<file path="src/sv/i2ad_pkg.sv">
// ----------------------------------------------------------------------------
// i2ad_pkg
// Types and constants shared by the binary to ASCII number formatter.
// ----------------------------------------------------------------------------
`default_nettype none

package i2ad_pkg;

  // operand and digit geometry
  localparam int unsigned VALUE_W    = 64;
  localparam int unsigned DEC_DIGITS = 20;
  localparam int unsigned BCD_W      = DEC_DIGITS * 4;
  localparam int unsigned CNT_W      = 5;
  localparam int unsigned STEP_W     = 6;

  // mode codes
  localparam logic [1:0] CMD_UDEC = 2'd0;
  localparam logic [1:0] CMD_SDEC = 2'd1;
  localparam logic [1:0] CMD_HEX  = 2'd2;

  // character codes
  localparam logic [7:0] CHAR_MINUS = 8'h2d;

  // input item
  typedef struct packed {
    logic [1:0]         cmd;
    logic [VALUE_W-1:0] value;
  } req_t;

  // result item
  typedef struct packed {
    logic [7:0] char_code;
    logic       last;
  } res_t;

  // status of the shift-add-3 unit
  typedef struct packed {
    logic busy;
    logic done;
  } dabble_stat_t;

  // nibble to lowercase hex character
  function automatic logic [7:0] hex_char(input logic [3:0] nib);
    logic [7:0] code;
    if (nib < 4'd10) begin
      code = 8'h30 + {4'd0, nib};
    end else begin
      code = 8'h57 + {4'd0, nib};
    end
    return code;
  endfunction

endpackage

`default_nettype wire

</file>
<file path="src/sv/i2ad_dabble.sv">
// ----------------------------------------------------------------------------
// i2ad_dabble
// Shift-add-3 binary to BCD unit, one operand bit per cycle.
// ----------------------------------------------------------------------------
`default_nettype none

module i2ad_dabble (
  input  wire logic                             clk,
  input  wire logic                             rst,
  input  wire logic                             load,
  input  wire logic [i2ad_pkg::VALUE_W-1:0]     bin,
  output i2ad_pkg::dabble_stat_t                stat,
  output logic      [i2ad_pkg::BCD_W-1:0]       bcd
);
  import i2ad_pkg::*;

  logic [VALUE_W-1:0] shreg;
  logic [STEP_W-1:0]  step;
  logic               run;
  logic               done;
  logic [BCD_W-1:0]   adj;

  // add 3 to every digit that is 5 or more
  always_comb begin
    for (int d = 0; d < DEC_DIGITS; d++) begin
      if (bcd[d*4 +: 4] >= 4'd5) begin
        adj[d*4 +: 4] = bcd[d*4 +: 4] + 4'd3;
      end else begin
        adj[d*4 +: 4] = bcd[d*4 +: 4];
      end
    end
  end

  // control
  always_ff @(posedge clk) begin
    done <= 1'b0;
    if (rst) begin
      run  <= 1'b0;
      step <= '0;
    end else if (load) begin
      run  <= 1'b1;
      step <= '0;
    end else if (run) begin
      step <= step + STEP_W'(1);
      if (step == STEP_W'(VALUE_W - 1)) begin
        run  <= 1'b0;
        done <= 1'b1;
      end
    end
  end

  // datapath: shift one bit into the digits
  always_ff @(posedge clk) begin
    if (load) begin
      shreg <= bin;
      bcd   <= '0;
    end else if (run) begin
      bcd   <= {adj[BCD_W-2:0], shreg[VALUE_W-1]};
      shreg <= {shreg[VALUE_W-2:0], 1'b0};
    end
  end

  assign stat.busy = run;
  assign stat.done = done;

endmodule

`default_nettype wire

</file>
<file path="src/sv/int64_to_ascii_digits.sv">
// ----------------------------------------------------------------------------
// int64_to_ascii_digits
// Formats a 64-bit operand as ASCII decimal or hex, one character per result.
// ----------------------------------------------------------------------------
// Decimal: shift-add-3 over all 64 operand bits, then the digits are loaded,
//   a minus sign goes out if negative and up to 19 leading zeros are skipped.
// Hex: HEX_NIBBLES characters after the accept, from the top nibble down.
// Throughput: one item at a time; busy falls as the last strobe rises.
// Results leave on strobe for one cycle each; the receiver cannot stall.
// Reset (rst, synchronous) returns the sequencer to idle and drops strobe.
`default_nettype none

module int64_to_ascii_digits #(
  parameter int unsigned HEX_NIBBLES = 16
) (
  input  wire logic          clk,
  input  wire logic          rst,
  input  wire logic          start,
  output logic               busy,
  input  wire i2ad_pkg::req_t request,
  output logic               strobe,
  output i2ad_pkg::res_t     result
);
  import i2ad_pkg::*;

  localparam int unsigned HEX_W = HEX_NIBBLES * 4;

  typedef enum logic [4:0] {
    S_IDLE = 5'b00001,
    S_CONV = 5'b00010,
    S_SIGN = 5'b00100,
    S_SKIP = 5'b01000,
    S_EMIT = 5'b10000
  } state_t;

  state_t             state;
  logic [BCD_W-1:0]   digs;
  logic [CNT_W-1:0]   cnt;
  logic               neg;
  logic               accept;
  logic               dab_load;
  logic [VALUE_W-1:0] mag;
  dabble_stat_t       dab_stat;
  logic [BCD_W-1:0]   dab_bcd;
  logic [3:0]         top_nib;

  assign busy     = (state != S_IDLE);
  assign accept   = start && !busy;
  assign top_nib  = digs[BCD_W-1 -: 4];

  // magnitude for decimal modes
  always_comb begin
    mag = request.value;
    if (request.cmd == CMD_SDEC && request.value[VALUE_W-1]) begin
      mag = '0 - request.value;
    end
  end

  assign dab_load = accept && (request.cmd == CMD_UDEC || request.cmd == CMD_SDEC);

  i2ad_dabble u_dabble (
    .clk  (clk),
    .rst  (rst),
    .load (dab_load),
    .bin  (mag),
    .stat (dab_stat),
    .bcd  (dab_bcd)
  );

  // sequencer
  always_ff @(posedge clk) begin
    if (rst) begin
      state  <= S_IDLE;
      strobe <= 1'b0;
    end else begin
      strobe <= 1'b0;
      unique case (state)
        S_IDLE: begin
          if (accept) begin
            unique case (request.cmd)
              CMD_UDEC, CMD_SDEC: state <= S_CONV;
              CMD_HEX:            state <= S_EMIT;
              default:            state <= S_IDLE;
            endcase
          end
        end
        S_CONV: begin
          if (dab_stat.done) begin
            state <= neg ? S_SIGN : S_SKIP;
          end
        end
        S_SIGN: begin
          strobe <= 1'b1;
          state  <= S_SKIP;
        end
        S_SKIP: begin
          if (!(top_nib == 4'd0 && cnt > CNT_W'(1))) begin
            state <= S_EMIT;
          end
        end
        S_EMIT: begin
          strobe <= 1'b1;
          if (cnt == CNT_W'(1)) begin
            state <= S_IDLE;
          end
        end
        default: state <= S_IDLE;
      endcase
    end
  end

  // digit register, count and result payload
  always_ff @(posedge clk) begin
    unique case (state)
      S_IDLE: begin
        if (accept) begin
          neg  <= (request.cmd == CMD_SDEC) && request.value[VALUE_W-1];
          digs <= {request.value[HEX_W-1:0], {(BCD_W - HEX_W){1'b0}}};
          cnt  <= CNT_W'(HEX_NIBBLES);
        end
      end
      S_CONV: begin
        if (dab_stat.done) begin
          digs <= dab_bcd;
          cnt  <= CNT_W'(DEC_DIGITS);
        end
      end
      S_SIGN: begin
        result.char_code <= CHAR_MINUS;
        result.last      <= 1'b0;
      end
      S_SKIP: begin
        if (top_nib == 4'd0 && cnt > CNT_W'(1)) begin
          digs <= {digs[BCD_W-5:0], 4'd0};
          cnt  <= cnt - CNT_W'(1);
        end
      end
      S_EMIT: begin
        result.char_code <= hex_char(top_nib);
        result.last      <= (cnt == CNT_W'(1));
        digs             <= {digs[BCD_W-5:0], 4'd0};
        cnt              <= cnt - CNT_W'(1);
      end
      default: begin
      end
    endcase
  end

endmodule

`default_nettype wire
</file>
<file path="config.mk">
export PLATFORM = sky130hd
export DESIGN_NAME = int64_to_ascii_digits
export DESIGN_NICKNAME = d
export VERILOG_FILES = /design/src/sv/i2ad_pkg.sv /design/src/sv/i2ad_dabble.sv /design/src/sv/int64_to_ascii_digits.sv
export SDC_FILE = /design/constraint.sdc
export NUM_CORES = 1
export LEC_CHECK = 0
export ABC_AREA = 1
export BUFFER_PORTS_ARGS = -buffer_cell sky130_fd_sc_hd__buf_2
export CAP_MARGIN = 20
export CORE_UTILIZATION = 25
export CTS_CLUSTER_DIAMETER = 50
export DETAILED_ROUTE_END_ITERATION = 8
export PLACE_DENSITY_LB_ADDON = 0.3
export SLEW_MARGIN = 10
export SYNTH_ARGS = -nofsm -noshare
export SYNTH_HDL_FRONTEND = slang
export SYNTH_HIERARCHICAL = 1
export SYNTH_SLANG_ARGS = --single-unit
</file>
<file path="constraint.sdc">
create_clock -name clk -period 8.82 [get_ports clk]
set_input_delay 0 -clock clk [delete_from_list [all_inputs] [get_ports clk]]
set_output_delay 0 -clock clk [all_outputs]
set_load 0.05 [all_outputs]
</file>
Word-level counts from Yosys, hierarchy flattened
Cells that the tools add are included.
Cells by class
  $add $sub $neg: 25
  magnitude comparators: 22
  equality and inequality tests: 15
  multiplexer cells: 45
  bitwise gates (word level): 1
  reduce and logical (&&, ||, !) cells: 18
Operators by type and width (number)
  $pmux 80 s4: 1
  $mux 80: 3
  $mux 64: 3
  $ge 4x3->1 const B: 20
  $mux 4: 20
  $add 4x2->4 const B: 19
  $sub 1x64->64 const A: 1
  $mux 5: 7
  $pmux 5 s5: 1
  $pmux 5 s4: 1
  $pmux 9 s2: 1
  $eq 5x1->1 const B: 2
  $pmux 5 s2: 1
  $add 7x4->8 const A: 1
  $mux 8: 1
  $ne 2x2->1 const B: 4
  $reduce_and 4->1: 2
  $add 6x4->7 const A: 1
  $add 6x1->6 const B: 1
  $eq 6x6->1 const B: 1
  $reduce_or 2->1: 3
  $eq 5x2->1 const B: 1
  $eq 5x3->1 const B: 1
  $eq 5x4->1 const B: 1
  other kinds (21): 29
Storage, ports and cells
  flip-flop bits (word level): 253
  input bits: 69
  logic and storage cells: 138

Logic depth before layout (Yosys ltp)
  word-level depth: 5
  mapped depth: 13

By module
The synthesis kept the hierarchy.
Modules (own cells, without submodules)
  i2ad_dabble: instances 1, cells each 983, area an instance 7478.4 um^2, seq. area each 3683.5 um^2
  int64_to_ascii_digits: instances 1, cells each 921, area an instance 6884.1 um^2, seq. area each 2942.8 um^2

Least setup slack after synthesis
Ideal clock, no wire load.
  path kind: register to register
  start point: register state[2]
  end point: register cnt[0], enable pin
  setup time: 659 ps
  data arrival time: 7424 ps
  required time: 8161 ps
  slack: 737 ps
  stages on the path, launching flop included: 5
  buffers on the path: 0
  period minus slack after synthesis: 8083 ps
  cells stage by stage: dfxtp_1 -> nor2_2 -> nand3_1 -> a21oi_1 -> a21boi_0
Between the ends
  cells in the longest elaborated chain, start to end: 5
Ends and longest elaborated chain
  start, declared: line int64_to_ascii_digits.sv:36  | state_t state;
  start signal, assigned: line int64_to_ascii_digits.sv:89  | state <= neg ? S_SIGN : S_SKIP;
  $ne 5x1->1: line int64_to_ascii_digits.sv:47  | assign busy = (state != S_IDLE);
  net busy: line int64_to_ascii_digits.sv:19  | output logic busy,
  $logic_not 1->1: line int64_to_ascii_digits.sv:48  | assign accept = start && !busy;
  $logic_and 1x1->1: line int64_to_ascii_digits.sv:48
  $ne 2x2->1 (no source line)
  $reduce_and 4->1 (no source line)
  end signal, assigned: line int64_to_ascii_digits.sv:119  | cnt <= CNT_W'(HEX_NIBBLES);
  end signal, assigned: line int64_to_ascii_digits.sv:125  | cnt <= CNT_W'(DEC_DIGITS);
  end signal, assigned: line int64_to_ascii_digits.sv:135  | cnt <= cnt - CNT_W'(1);
  end, declared: line int64_to_ascii_digits.sv:38  | logic [CNT_W-1:0] cnt;
The timed path passes the listed nets, and every way through them passes these cells.
A chain may end at the register's enable or synchronous reset.

Final worst setup path
  start point: register state[2]
  end point: register digs[59], enable pin
Between the ends
  cells in the longest elaborated chain, start to end: 5
Ends and longest elaborated chain
  $ne 5x1->1: line int64_to_ascii_digits.sv:47
  $logic_not 1->1: line int64_to_ascii_digits.sv:48
  $logic_and 1x1->1: line int64_to_ascii_digits.sv:48
  $ne 2x2->1 (no source line)
  $reduce_and 4->1 (no source line) *
  end signal, assigned: line int64_to_ascii_digits.sv:118  | digs <= {request.value[HEX_W-1:0], {(BCD_W - HEX_W){1'b0}}};
  end signal, assigned: line int64_to_ascii_digits.sv:134  | digs <= {digs[BCD_W-5:0], 4'd0};
  end signal, assigned: line int64_to_ascii_digits.sv:141  | digs <= {digs[BCD_W-5:0], 4'd0};
  end, declared: line int64_to_ascii_digits.sv:37  | logic [BCD_W-1:0] digs;
Every way passes the cells marked *; elsewhere a longest branch is shown, timed or not.

==> impl_metrics.env <==
export IMPL_run_status="complete, no violations"
export IMPL_rsz0062_at_grt="no"
export IMPL_syn_inst=1903
export IMPL_power_combinational_fraction=0.243
export IMPL_cp_arrival_ps=4060
export IMPL_timing_hold_worst_path_depth=3
export IMPL_final_cell_area_sq_um=17300
export IMPL_synth_fp_nets=2017
export IMPL_p_clk_frac=0.313
export IMPL_fin_nets=2144
export IMPL_timing_hold_violations_final=0
export IMPL_setup_worst_path_end="digs[59]"
export IMPL_cell_internal_pwr_mw=2.86
export IMPL_placedInstanceArea_sq_um=15500
export IMPL_switching_part_of_the_total_power=0.334
export IMPL_overflow=0
export IMPL_final_replace_weighted_congestion=0.879
export IMPL_fillers=6100
export IMPL_number_of_buffer_and_inverter_instances_along_the_worst_setup_path=4
export IMPL_clock_buffers_created_by_tritoncts=31
export IMPL_worst_setup_path_start_kind="flip-flop"
export IMPL_instances_no_fill=2811
export IMPL_cp_startpoint="state[2]"
export IMPL_vias_per_cell=4.66
export IMPL_seqPwrFrac=0.443
export IMPL_start_util=0.254
export IMPL_avgSynthCellArea_sq_um=7.54
export IMPL_place_detailed_hpwl_microns=30800
export IMPL_wl_per_cell_microns=15.7
export IMPL_io_pins=80
export IMPL_cap_violations=0
export IMPL_critical_path_max_fanout=78
export IMPL_rows=87
export IMPL_tns_ps=0
export IMPL_die_width_microns=242
export IMPL_drive_gt1_frac=0.0779
export IMPL_antenna_found_initial=0
export IMPL_critical_path_top_delay_family="buffers and inverters"
export IMPL_critPathMostFrequentCell="sky130_fd_sc_hd__buf_4"
export IMPL_r2r_worst_path_cells=9
export IMPL_worst_rel_slew_slack=0.275
export IMPL_setup_violations=0
export IMPL_cts_tree="yes"
export IMPL_finalClockSkew_ps=8.44
export IMPL_core_sq_um=56600
export IMPL_setup_reg_to_reg_worst_slack_ps=5010
export IMPL_worst_ir_drop_vdd_v=0.000148
export IMPL_antennaDiodeCount=0
export IMPL_detailedRoute_firstPassIterationCount=6
export IMPL_post_place_cells=2683
export IMPL_timing_worst_slew_pin_value_ps=1090
export IMPL_reg2reg_to="digs[59]"
export IMPL_period_minus_slack_ps=3810
export IMPL_grt_max_degree=86
export IMPL_p_switching_mw=1.43
export IMPL_h_tree_depth_reported_by_cts=1
export IMPL_crit_reg2reg_launch="state[2]"
export IMPL_drv_slew=0
export IMPL_cts_max_path_buffers=3
export IMPL_die_height_microns=242
export IMPL_clk_pin_slew_worst_paths_ps=60
export IMPL_area_of_the_die_sq_um=58400
export IMPL_area_delta_synth_final_pct=20.3
export IMPL_cts_sinks=252
export IMPL_clk_insertion_delay_late_ps=580
export IMPL_min_path_type="in -> reg"
export IMPL_path_cells="nor2_2 > nand3_1 > inv_2 > buf_4 > nor2_1 > a21oi_1 > a21boi_4 > buf_4 > buf_16"
export IMPL_wl_microns=44100
export IMPL_timing_critical_path_depth=9
export IMPL_syn_area_sq_um=14400
export IMPL_yosys_warnings=6
export IMPL_slowest_stage="sky130_fd_sc_hd__buf_4"
export IMPL_cp_data_required_time_ps=9070
export IMPL_path_class="reg -> reg"
export IMPL_post_cts_repair_setup_buffers=0
export IMPL_critPathCaptureType="flip-flop"
export IMPL_grt_pass1_vias=12200
export IMPL_timing_final_crit_share=0.432
export IMPL_leakage_power_nw=7.47
export IMPL_number_of_nets_with_antenna_violations_after_routing=0
export IMPL_num_vias=13100
export IMPL_critPathMaxStageDelay_ps=660
export IMPL_cts_root_buf="sky130_fd_sc_hd__clkbuf_16"
export IMPL_detail_route_iter0_violations=1024
export IMPL_drc=0
export IMPL_groute_usage_overall=0.146
export IMPL_io_buffer_count=78
export IMPL_grt_first_pass_wirelength_microns=68300
export IMPL_power_density_cell_area_nw_per_um2=248
export IMPL_fmax_mhz=262
==> metal layers <==
layer / global-route usage / share of wire / vias to the layer above
met3: 0.0196 / 0.051 / 59
met2: 0.232 / 0.45 / 338
met4: 0.0339 / 0.020 / 0
li1: - / - / 6518
met5: 0 / 0 / -
met1: 0.208 / 0.48 / 6171
==> final cells by class <==
class                      count  area [sq um]  share of cell area
multi-input combinational   1395          6730               0.389
inverter                     191           717              0.0415
sequential                   252          6630               0.384
clock inverter                18           236              0.0137
tap                          756           946              0.0548
timing repair buffer         159          1190              0.0690
clock buffer                  40           830              0.0480
==> flip-flops by register name (all words and copies together) (netlist names) <==
register / cells
u_dabble/step: 6
result: 8
u_dabble/run: 1
cnt: 5
neg: 1
u_dabble/shreg: 64
state: 5
strobe: 1
u_dabble/bcd: 80
digs: 80
u_dabble/done: 1
==> power groups by stage <==
stage	registers (mW)	clock network, mW	logic (mW)
after global routing	1.93	1.42	1.17
after global placement	1.93	0	0.977
after detailed placement	1.93	0	0.996
final	1.90	1.34	1.04
after CTS	1.91	1.38	1.03
after floorplan	1.95	0	0.667
==> tightest hold or removal path: stages <==
cell                            delay (ps)
sky130_fd_sc_hd__dlygate4sd3_1         520
sky130_fd_sc_hd__buf_2                 190
sky130_fd_sc_hd__nor2_1                 60
==> worst min path at each step <==
stage	start	end	slack, ps
final	rst	state[1]	240
after global routing	rst	state[1]	230
after global placement	rst	state[1]	300
after detailed placement	rst	state[1]	290
after floorplan	rst	strobe	70
after CTS	rst	state[1]	210
==> cell usage in the layout (no fill, tap or decap), drive strengths merged, types with 3 or more instances in the layout <==
cell / count
nand2: 673
inv: 195
nor2: 177
nand3: 174
o21ai: 165
edfxtp: 158
dfxtp: 94
buf: 90
dlygate4sd3: 69
a22oi: 64
ha: 45
clkbuf: 40
xor2: 34
a21oi: 18
nand4: 15
a22o: 12
clkinv: 6
nand3b: 5
bufinv: 5
xnor2: 3
clkinvlp: 3
nor3: 3
==> timing repair <==
| action | in CTS | in global routing |
|---|---|---|
| resized for setup | 0 | 0 |
| hold buffers | 69 | 0 |
| hold endpoints to repair | 137 | 0 |
| setup endpoints to repair | 0 | 0 |
==> through the flow <==
| stage | utilization | worst slack [ps] | hold slack, ps | power (mW) |
|---|---|---|---|---|
| floorplan | - | 737 | 69.1 | 2.61 |
| global placement | 0.274 | 4970 | 301 | 2.90 |
| detailed placement | 0.274 | 4900 | 289 | 2.92 |
| CTS | 0.305 | 4880 | 214 | 4.31 |
| global route | 0.305 | 4630 | 228 | 4.52 |
| finish | 0.305 | 5010 | 245 | 4.29 |
Note: power is estimated with default switching activity, not from simulation.
